$ cat src/length_crc32_deframer_unit_assert.svh
// Assertion macros for the deframer. Under synthesis they expand to nothing.
`ifndef LENGTH_CRC32_DEFRAMER_UNIT_ASSERT_SVH
`define LENGTH_CRC32_DEFRAMER_UNIT_ASSERT_SVH
`ifndef SYNTHESIS
// A property that must hold at every clock edge outside reset.
`define LDF_ASSERT(label, clk, rst_n, prop, msg) \
	label: assert property (@(posedge clk) disable iff (!rst_n) (prop)) else $error(msg);
// A condition that must never be true outside reset.
`define LDF_ASSERT_NEVER(label, clk, rst_n, cond, msg) \
	label: assert property (@(posedge clk) disable iff (!rst_n) !(cond)) else $error(msg);
`else
`define LDF_ASSERT(label, clk, rst_n, prop, msg)
`define LDF_ASSERT_NEVER(label, clk, rst_n, cond, msg)
`endif
`endif

$ cat src/ldf_pkg.sv
package ldf_pkg;

	// Trailer length in bytes and the index of its last byte.
	localparam int CRC_BYTES = 4;
	localparam logic [1:0] CRC_LAST = 2'(CRC_BYTES - 1);

	// Frame status codes.
	localparam logic [1:0] ST_OK       = 2'd0;
	localparam logic [1:0] ST_CRC_BAD  = 2'd1;
	localparam logic [1:0] ST_TOO_LONG = 2'd2;

	// Result queue geometry.
	localparam int QDEPTH = 4;
	localparam int QAW    = 2;
	localparam int QCW    = 3;

	localparam logic [31:0] CRC_POLY_REFLECTED = 32'hEDB88320;

	// One result item as it travels through the queue.
	typedef struct packed {
		logic [7:0] out_byte;
		logic       is_status;
		logic       frame_last;
		logic [1:0] status_code;
	} ldf_result_t;

	// Write request from the parser into the queue.
	typedef struct packed {
		logic        push;
		ldf_result_t res;
	} ldf_push_t;

	// Reflected CRC-32 update over one byte.
	function automatic logic [31:0] crc_byte(input logic [31:0] crc, input logic [7:0] b);
		logic [31:0] c;
		c = crc ^ {24'h000000, b};
		for (int k = 0; k < 8; k++) begin
			c = c[0] ? ((c >> 1) ^ CRC_POLY_REFLECTED) : (c >> 1);
		end
		return c;
	endfunction

endpackage

$ cat src/length_crc32_deframer_unit.sv
// Length-prefixed frame deframer with CRC-32 check. Each input request carries one byte of
// a stream made of a little-endian length header (LENGTH_BYTES bytes), the body, and a
// little-endian CRC-32 trailer (reflected 0x04C11DB7, init and final xor all ones) over the
// body. Body bytes come out as soon as they arrive; the last trailer byte yields one status
// result with frame_last set (ok or checksum mismatch), and a header announcing more than
// max_body_length bytes yields a too-long status at once, after which a new header is
// expected. The block takes one byte per cycle while its result queue has room: the parser
// and its byte-wide CRC update finish within the cycle of acceptance, and its result is
// registered in a four-entry queue that drives the output. in_ready drops only while that
// queue is full, so a stalled output stops the input after four pending results.
`include "length_crc32_deframer_unit_assert.svh"
module length_crc32_deframer_unit import ldf_pkg::*; #(
	parameter int LENGTH_BYTES = 4
) (
	input  logic        clk,
	input  logic        arst_n,
	input  logic        cfg_wr_en,
	input  logic [23:0] cfg_wr_data,
	input  logic        in_valid,
	output logic        in_ready,
	input  logic [7:0]  in_byte,
	output logic        out_valid,
	input  logic        out_ready,
	output logic [7:0]  out_byte,
	output logic        is_status,
	output logic        frame_last,
	output logic [1:0]  status_code
);

	ldf_push_t        wr;
	ldf_result_t      rd_data;
	logic             take;
	logic             pop;
	logic             full;
	logic [QCW-1:0]   q_count;

	// Handshakes on both sides.
	assign in_ready = !full;
	assign take     = in_valid && in_ready;
	assign pop      = out_valid && out_ready;

	ldf_front #(
		.LENGTH_BYTES(LENGTH_BYTES)
	) u_front (
		.clk        (clk),
		.arst_n     (arst_n),
		.cfg_wr_en  (cfg_wr_en),
		.cfg_wr_data(cfg_wr_data),
		.take       (take),
		.in_byte    (in_byte),
		.wr         (wr)
	);

	ldf_queue u_queue (
		.clk     (clk),
		.arst_n  (arst_n),
		.wr      (wr),
		.pop     (pop),
		.full    (full),
		.count   (q_count),
		.rd_valid(out_valid),
		.rd_data (rd_data)
	);

	// Result fields to the output ports.
	assign out_byte    = rd_data.out_byte;
	assign is_status   = rd_data.is_status;
	assign frame_last  = rd_data.frame_last;
	assign status_code = rd_data.status_code;

	`LDF_ASSERT_NEVER(a_no_overflow, clk, arst_n, wr.push && full, "result pushed into a full queue")
	`LDF_ASSERT(a_push_needs_take, clk, arst_n, !wr.push || take, "result pushed without an accepted request")
	`LDF_ASSERT(a_count_up, clk, arst_n, (wr.push && !pop) |=> (q_count == $past(q_count) + QCW'(1)), "queue count did not grow on push")
	`LDF_ASSERT(a_status_last, clk, arst_n, !(out_valid && is_status) || (frame_last && out_byte == 8'h00), "status result without frame_last or with a data byte")

endmodule

$ cat src/ldf_front.sv
module ldf_front import ldf_pkg::*; #(
	parameter int LENGTH_BYTES = 4
) (
	input  logic        clk,
	input  logic        arst_n,
	input  logic        cfg_wr_en,
	input  logic [23:0] cfg_wr_data,
	input  logic        take,
	input  logic [7:0]  in_byte,
	output ldf_push_t   wr
);

	localparam int LW = 8 * LENGTH_BYTES;
	localparam logic [1:0] HDR_LAST = 2'(LENGTH_BYTES - 1);

	localparam logic [1:0] PH_HEADER  = 2'd0;
	localparam logic [1:0] PH_BODY    = 2'd1;
	localparam logic [1:0] PH_TRAILER = 2'd2;

	logic [1:0]    phase_q, phase_d;
	logic [1:0]    cnt_q, cnt_d;
	logic [LW-1:0] len_q, len_d;
	logic [LW-1:0] rem_q, rem_d;
	logic [31:0]   crc_q, crc_d;
	logic [31:0]   rx_q, rx_d;
	logic [23:0]   max_q;

	logic [LW-1:0] hdr_len;
	logic [31:0]   rx_cat;
	logic [31:0]   crc_upd;
	logic [4:0]    sh;

	// Byte lane of the current header or trailer byte.
	assign sh      = {cnt_q, 3'b000};
	assign hdr_len = ((cnt_q == 2'd0) ? '0 : len_q) | (LW'(in_byte) << sh);
	assign rx_cat  = rx_q | (32'(in_byte) << sh);
	assign crc_upd = crc_byte(crc_q, in_byte);

	// Parser: next state and the result request for the byte on the input.
	always_comb begin
		phase_d = phase_q;
		cnt_d   = cnt_q;
		len_d   = len_q;
		rem_d   = rem_q;
		crc_d   = crc_q;
		rx_d    = rx_q;
		wr      = '0;
		unique case (phase_q)
			PH_BODY: begin
				crc_d = crc_upd;
				rem_d = rem_q - LW'(1);
				if (rem_q == LW'(1)) begin
					phase_d = PH_TRAILER;
					cnt_d   = 2'd0;
					rx_d    = 32'h0;
				end
				wr.push         = 1'b1;
				wr.res.out_byte = in_byte;
			end
			PH_TRAILER: begin
				if (cnt_q == CRC_LAST) begin
					phase_d               = PH_HEADER;
					cnt_d                 = 2'd0;
					wr.push               = 1'b1;
					wr.res.is_status      = 1'b1;
					wr.res.frame_last     = 1'b1;
					wr.res.status_code    = (rx_cat == ~crc_q) ? ST_OK : ST_CRC_BAD;
				end else begin
					rx_d  = rx_cat;
					cnt_d = cnt_q + 2'd1;
				end
			end
			default: begin
				// Header phase; the unused phase code behaves the same way.
				len_d = hdr_len;
				if (cnt_q != HDR_LAST) begin
					phase_d = PH_HEADER;
					cnt_d   = cnt_q + 2'd1;
				end else begin
					cnt_d = 2'd0;
					crc_d = 32'hFFFFFFFF;
					rx_d  = 32'h0;
					if (32'(hdr_len) > {8'h00, max_q}) begin
						phase_d            = PH_HEADER;
						rem_d              = '0;
						wr.push            = 1'b1;
						wr.res.is_status   = 1'b1;
						wr.res.frame_last  = 1'b1;
						wr.res.status_code = ST_TOO_LONG;
					end else begin
						rem_d   = hdr_len;
						phase_d = (hdr_len == '0) ? PH_TRAILER : PH_BODY;
					end
				end
			end
		endcase
		// Only an accepted request may leave a result in the queue.
		wr.push = wr.push && take;
	end

	// Parser state advances only on an accepted request.
	always_ff @(posedge clk or negedge arst_n) begin
		if (!arst_n) begin
			phase_q <= PH_HEADER;
			cnt_q   <= 2'd0;
			len_q   <= '0;
			rem_q   <= '0;
			crc_q   <= 32'hFFFFFFFF;
			rx_q    <= 32'h0;
		end else if (take) begin
			phase_q <= phase_d;
			cnt_q   <= cnt_d;
			len_q   <= len_d;
			rem_q   <= rem_d;
			crc_q   <= crc_d;
			rx_q    <= rx_d;
		end
	end

	// Maximum body length register.
	always_ff @(posedge clk or negedge arst_n) begin
		if (!arst_n) begin
			max_q <= 24'd4096;
		end else if (cfg_wr_en) begin
			max_q <= cfg_wr_data;
		end
	end

endmodule

$ cat src/ldf_queue.sv
module ldf_queue import ldf_pkg::*; (
	input  logic        clk,
	input  logic        arst_n,
	input  ldf_push_t   wr,
	input  logic        pop,
	output logic        full,
	output logic [QCW-1:0] count,
	output logic        rd_valid,
	output ldf_result_t rd_data
);

	ldf_result_t      mem_q [QDEPTH];
	logic [QAW-1:0]   wr_ptr_q, rd_ptr_q;
	logic [QCW-1:0]   count_q;
	logic             do_pop;

	assign do_pop   = pop && (count_q != '0);
	assign full     = (count_q == QCW'(QDEPTH));
	assign count    = count_q;
	assign rd_valid = (count_q != '0);
	assign rd_data  = mem_q[rd_ptr_q];

	// Result storage; entries need no reset.
	always_ff @(posedge clk) begin
		if (wr.push) begin
			mem_q[wr_ptr_q] <= wr.res;
		end
	end

	// Pointers and fill count.
	always_ff @(posedge clk or negedge arst_n) begin
		if (!arst_n) begin
			wr_ptr_q <= '0;
			rd_ptr_q <= '0;
			count_q  <= '0;
		end else begin
			if (wr.push) begin
				wr_ptr_q <= wr_ptr_q + QAW'(1);
			end
			if (do_pop) begin
				rd_ptr_q <= rd_ptr_q + QAW'(1);
			end
			count_q <= count_q + QCW'(wr.push) - QCW'(do_pop);
		end
	end

endmodule

$ cat config.mk
export PLATFORM = sky130hd
export DESIGN_NAME = length_crc32_deframer_unit
export DESIGN_NICKNAME = d
export VERILOG_FILES = /design/src/ldf_pkg.sv /design/src/length_crc32_deframer_unit.sv /design/src/ldf_front.sv /design/src/ldf_queue.sv
export VERILOG_INCLUDE_DIRS = /design/src /design/src/src
export SDC_FILE = /design/constraint.sdc
export NUM_CORES = 1
export LEC_CHECK = 0
export BUFFER_PORTS_ARGS = -buffer_cell sky130_fd_sc_hd__buf_2
export CORE_MARGIN = 4
export CORE_UTILIZATION = 35
export CTS_CLUSTER_DIAMETER = 80
export DETAILED_ROUTE_END_ITERATION = 7
export HOLD_SLACK_MARGIN = 0.15
export PLACE_DENSITY_LB_ADDON = 0.1
export REMOVE_ABC_BUFFERS = 1
export SYNTH_ARGS = -nofsm -noshare
export SYNTH_HDL_FRONTEND = slang
export SYNTH_HIERARCHICAL = 1
export SYNTH_SLANG_ARGS = --single-unit
$ cat constraint.sdc
create_clock -name clk -period 4.37 [get_ports clk]
set_input_delay 0.437 -clock clk [delete_from_list [all_inputs] [get_ports clk]]
set_output_delay 0.437 -clock clk [all_outputs]
set_load 0.05 [all_outputs]
# Yosys cells after proc, flatten, opt, wreduce, memory -nomap -nowiden
# Memories as Yosys holds them, arrays and structs flattened.
# Index checks and enable logic that the tools add are counted.
# classes
n_lt_le_gt_ge,1
shifts,1
n_reduce_logical,14
eq_ne,12
n_addsub,6
bitwise_logic,14
mux,40
# ops
op,n
two-way mux 32 bit,15
one-hot mux 32 bit (2 select lines),3
inverter 13 -> 14 bit,8
bitwise OR 32 bit,2
"== test 32 x 1 -> 1 bit, second input constant",1
== test 32 bit,1
> comparator 32 x 24 -> 1 bit,1
logical NOT 32 bit,1
inverter 32 bit,1
left shift 8 x 5 -> 32 bit,1
"subtractor 32 x 1 -> 32 bit, second input constant",1
XOR 32 x 8 -> 32 bit,1
two-way mux 2 bit,8
two-way mux 4 bit,3
two-way mux 8 bit,1
one-hot mux 2 bit (2 select lines),2
one-hot mux 4 bit (2 select lines),1
"adder 2 x 1 -> 2 bit, second input constant",3
two-way mux 1 bit,6
"!= test 2 bit, second input constant",3
AND reduction 3 bit,2
"== test 2 bit, second input constant",2
logical AND 1 bit,4
"!= test 2 x 1 -> 1 bit, second input constant",2
other kinds (13),15
# word_totals
register_bits,163
ramBits,48
n_memories,1
word_cells,99
out_inout_bits,14
# memory_table
name,depth,width,rd,rd_ports_with_merged_regs,wr,line_no,rtl
u_queue.mem_q,4,12,1,0,1,ldf_queue.sv:12,ldf_result_t mem_q [QDEPTH];

# Longest topological paths before layout
# logic_depth
ltp_word,18
ltp_mapped,20

# Hierarchy
# Netlist, hierarchy kept.
# by_module_without_submodules
module,cells_each,area_each_um2,instances
ldf_front,1048,9278.9,1
ldf_queue,98,2163.3,1
length_crc32_deframer_unit,3,16.3,1

# Worst setup path before layout
# No wires, ideal clock.
# synth_path
path_kind,reg2reg
from,register u_front.cnt_q[0]
to,register u_queue.count_q[2] (netlist: u_queue/count[2])
required_time_ns,4.247
stages_incl_launch_ff,21
period_less_slack_ns,4.475
t_arrival_ns,4.352
path_slack_ns,-0.105
setup_time_ns,0.123
n_path_buf,4
path_cell_list,dfrtp_1 clkbuf_1 clkbuf_1 inv_1 ha_1 clkbuf_1 nor2b_1 nor2_1 inv_1 ha_1 a21oi_1 nand2_1 a221o_1 o311a_1 clkbuf_1 nor3_1 o21ai_0 ha_1 fa_1 xnor2_1 xnor2_1
# synth_lines
element,line_no,rtl
"start, declared",ldf_front.sv:21,"logic [1:0] cnt_q, cnt_d;"
"start signal, assigned",ldf_front.sv:112,cnt_q <= cnt_d;
"end signal, assigned",ldf_queue.sv:43,count_q <= count_q + QCW'(wr.push) - QCW'(do_pop);
"end, declared",ldf_queue.sv:14,logic [QCW-1:0] count_q;

==> impl_results.md <==
- Cell Area, Synth: 11500 µm²
- DR vias/cell: 5.14
- Transition time at the pin with the least slew margin: 1000 ps
- Classification of the worst setup path: register to register
- Count of filler cells inserted in the layout: 3116
- Io pins: 51
- Core area: 32000 µm²
- Count of vias placed by the detailed router: 8694
- Maximum Capacitance Violations: 0
- Startpoint of the lowest-slack hold path: in_byte[3]
- Final setup violation count: 0
- Pins over their slew limit: 0
- Number of buffers inserted during clock tree synthesis: 25
- Area delta synth->final: 18.0%
- Instance count along the most critical hold path: 3
- Slowest CP cell: and2_1
- Vias in the first global route: 8626
- Antenna Diode Count: 0
- Longest Clk Path Bufs: 3
- Multi-input gate area in the final layout: 5350 µm²
- Final HPWL DP: 22100 µm
- Share of layout cells above drive strength 1: 16.8%
- Worst min-delay path category: input pin to register
- Max frequency: 249 MHz
- Num Clock Sinks: 211
- Crit path capture type: register
- Clock transition at the register clock pins on the worst setup and hold paths after CTS: 60 ps
- Instance count of the mapped netlist: 1149
- Residual overflow from global routing: 0
- Largest area contributor in the synthesized netlist: dfrtp_1
- VDD IR-drop max: 0.000351 V
- Total Die Area: 35700 µm²
- Final Hold Viols: 0
- Placer's final routability congestion estimate: 0.820
- Initial antenna violation count: 1
- Net total in the final layout: 1312
- Latest clock arrival within the worst-skew pair: 550 ps
- Time the final worst path needs with I/O delays and setup: 4020 ps
- Wire length reported by the detailed router: 32000 µm
- Tightest slew margin relative to the limit: 33.2%
- Sequential share of the synthesized area: 48.5%
- R2R Path End: u_queue/mem_q[3][6]
- FF+latch area: 5560 µm²
- Category of cells accounting for the largest share of critical-path delay: compound AO/OA/AOI/OAI gates
- Worst hold slack across all endpoints: 324 ps
- Required @ worst endpoint: 4530 ps
- Async set or reset register ratio after synthesis: 77.3%
- Power per standard cell area: 784 nW/µm²
- Count of input and output buffers: 50
- Max incr delay on CP: 570 ps
- Average cell area after synthesis: 9.97 µm²
- Status: complete, no violations
- Count of yosys warnings during synthesis: 6
- Top post-synthesis cells by area: dfrtp_1, edfxtp_1, dfstp_2, xnor2_1, a21oi_1
- Total Negative Setup Slacks: 0 ps
- Leakage Power: 5.73 nW
- Clock tree from TritonCTS: yes
- Register-to-Register Setup Slack: 350 ps
- Initial Util: 35.9%
- Die span in y: 189 µm
- Critical Path, Cell by Cell: inv_1 -> ha_1 -> buf_12 -> nor2b_1 -> nor2_1 -> inv_1 -> ha_1 -> nand4_1 -> a2111oi_0 -> o311a_1 -> nor3_2 -> o21ai_0 -> buf_4 -> and2_1
- R2R cell count: 14
- Most used standard cell by instance count after synthesis: dfrtp_1
- WP data arrival: 4180 ps
- Std cell rows: 65
- Global router's overall resource usage: 17.9%
- Flip-flop and latch count after synthesis: 211
- Global-route wire length before repair: 51300 µm
- Clock skew after layout: 18.5 ps
- Number of synthesized flops with an enable pin: 48
- Number of design-rule violations left by the first detailed-router iteration: 615
- Width of the chip: 189 µm
- Primary flip-flop cell chosen by synthesis mapping: dfrtp_1
- Detail Route Antenna Nets: 0
- WHS Endpoint: u_front/rx_q[11]
- Wire per inst: 18.9 µm
- Startpoint class of the critical path: register
- Largest net degree at the start of global routing: 101
- H-tree depth reported by CTS: 1
- Root buf cell: clkbuf_16
- Reg2reg start: u_front/cnt_q[0]
- Crit path max fanout: 26
- Total DRC errors in the routed layout: 0
- Synth top area share: 28.4%
- First drt pass iteration count: 5
- Unrepaired setup endpoints after global routing: false
- Top cell types by occurrence after synthesis: dfrtp_1, nor2_1, a21oi_1
- Final cycle utilization of the critical path: 92.1%
- Number of library cell types mapped by synthesis: 67
- Buffers plus inverters on the worst setup path: 4
## layout by cell type (no fill, tap or decap), types with 5 or more instances in the layout
master,count
inv_1,65
nor3b_1,6
mux4_2,8
a21oi_1,90
buf_2,49
a32o_1,8
o31ai_1,18
xnor2_1,83
nand4_1,21
a31oi_1,26
o221a_2,8
clkbuf_8,6
nor3_1,23
clkbuf_1,8
nand3_1,10
buf_4,58
nor2b_1,31
dlygate4sd3_1,25
mux2i_1,8
or3_1,12
o21ai_0,71
nand2_1,80
a2111oi_0,12
and3_1,6
clkbuf_16,25
nor4_1,12
and2_1,15
xor2_1,25
dfstp_2,33
edfxtp_1,48
and3b_1,6
mux2_2,5
ha_1,36
or4_1,5
a22oi_1,8
dfrtp_1,130
nor2_1,112
## worst min-delay path, stage by stage
cell     delay [ps]
buf_2           180
a31oi_1         160
nor2_1           50
## worst max path at each step
| stage | endpoint | slack [ps] | depth (start not counted) | from |
|---|---|---|---|---|
| finish | u_queue/mem_q[3][6] | 350 | 14 | u_front/cnt_q[0] |
| CTS | u_queue/count[2] | 280 | 17 | u_front/cnt_q[0] |
| global placement | u_queue/count[2] | 310 | 15 | u_front/cnt_q[0] |
| floorplan | u_queue/count[2] | 60 | 16 | u_front/cnt_q[0] |
| detailed placement | u_queue/count[2] | 320 | 17 | u_front/cnt_q[0] |
| global route | u_queue/mem_q[3][5] | 90 | 14 | u_front/cnt_q[0] |
## flip-flops by register name, summed over array words and instances, names as in the netlist
name and count:
u_front/rem_q 32, u_front/rx_q 32, u_front/len_q 32, u_front/cnt_q 2, u_front/phase_q 2, u_queue/count 3, u_front/crc_q 32, u_queue/rd_ptr_q 2
u_queue/wr_ptr_q 2, u_queue/mem_q 48, u_front/max_q 24
## kinds of logic after synthesis
kind of cell             count (synthesis)  share of synthesized area (%)
flip-flops                             211                           48.5
multiplexers                            25                           3.68
buffers and inverters                  138                           4.92
XOR/XNOR                               109                           8.45
AO/OA/AOI/OAI                          275                           15.1
adder cells (fa/ha/maj)                 37                           4.11
AND/OR/NAND/NOR                        354                           15.2
## area by class of cell
| type | instances | share of cell area (%) |
|---|---|---|
| flip-flops and latches | 211 | 41.1 |
| repair buffers | 135 | 7.27 |
| inverters | 65 | 1.80 |
| multi-input cells | 800 | 39.5 |
| clock inverters | 7 | 0.759 |
| clock buffers | 39 | 5.46 |
| well taps | 435 | 4.03 |
## per-layer routing
metal,track usage [%],vias up,share of wire [%]
li1,-,4268,-
met1,27.5,4226,50
met2,26.5,157,43
met3,3.08,41,4.5
met4,4.01,2,2.0
met5,0,-,0.041
## where the power goes
group	switching [W]	internal [W]	leakage [nW]	total [W]
combinational	0.00313	0.00217	2.84	0.00530
clock	0.000855	0.00128	0.411	0.00214
sequential	0.000494	0.00267	2.48	0.00316
total	0.00448	0.00612	5.73	0.0106
## through the flow
stage	area (µm²)	power, W	worst slack, ps	utilization, %	cells
2_1_floorplan	11100	0.00675	55.3	-	1076
3_3_place_gp	12400	0.00849	315	38.9	1621
3_5_place_dp	12400	0.00849	322	38.9	1621
4_1_cts	13500	0.0107	284	42.3	1692
5_1_grt	13500	0.0114	88.9	42.3	1692
6_report	13500	0.0106	347	42.3	1692
## repair_timing
item                                   CTS  global route
endpoints found under the hold margin   90             0
setup endpoints to repair                0             1
buffers inserted                         0             0
resized for setup                        0             1
hold buffers                            25             0
(Power assumes the default switching activity.)
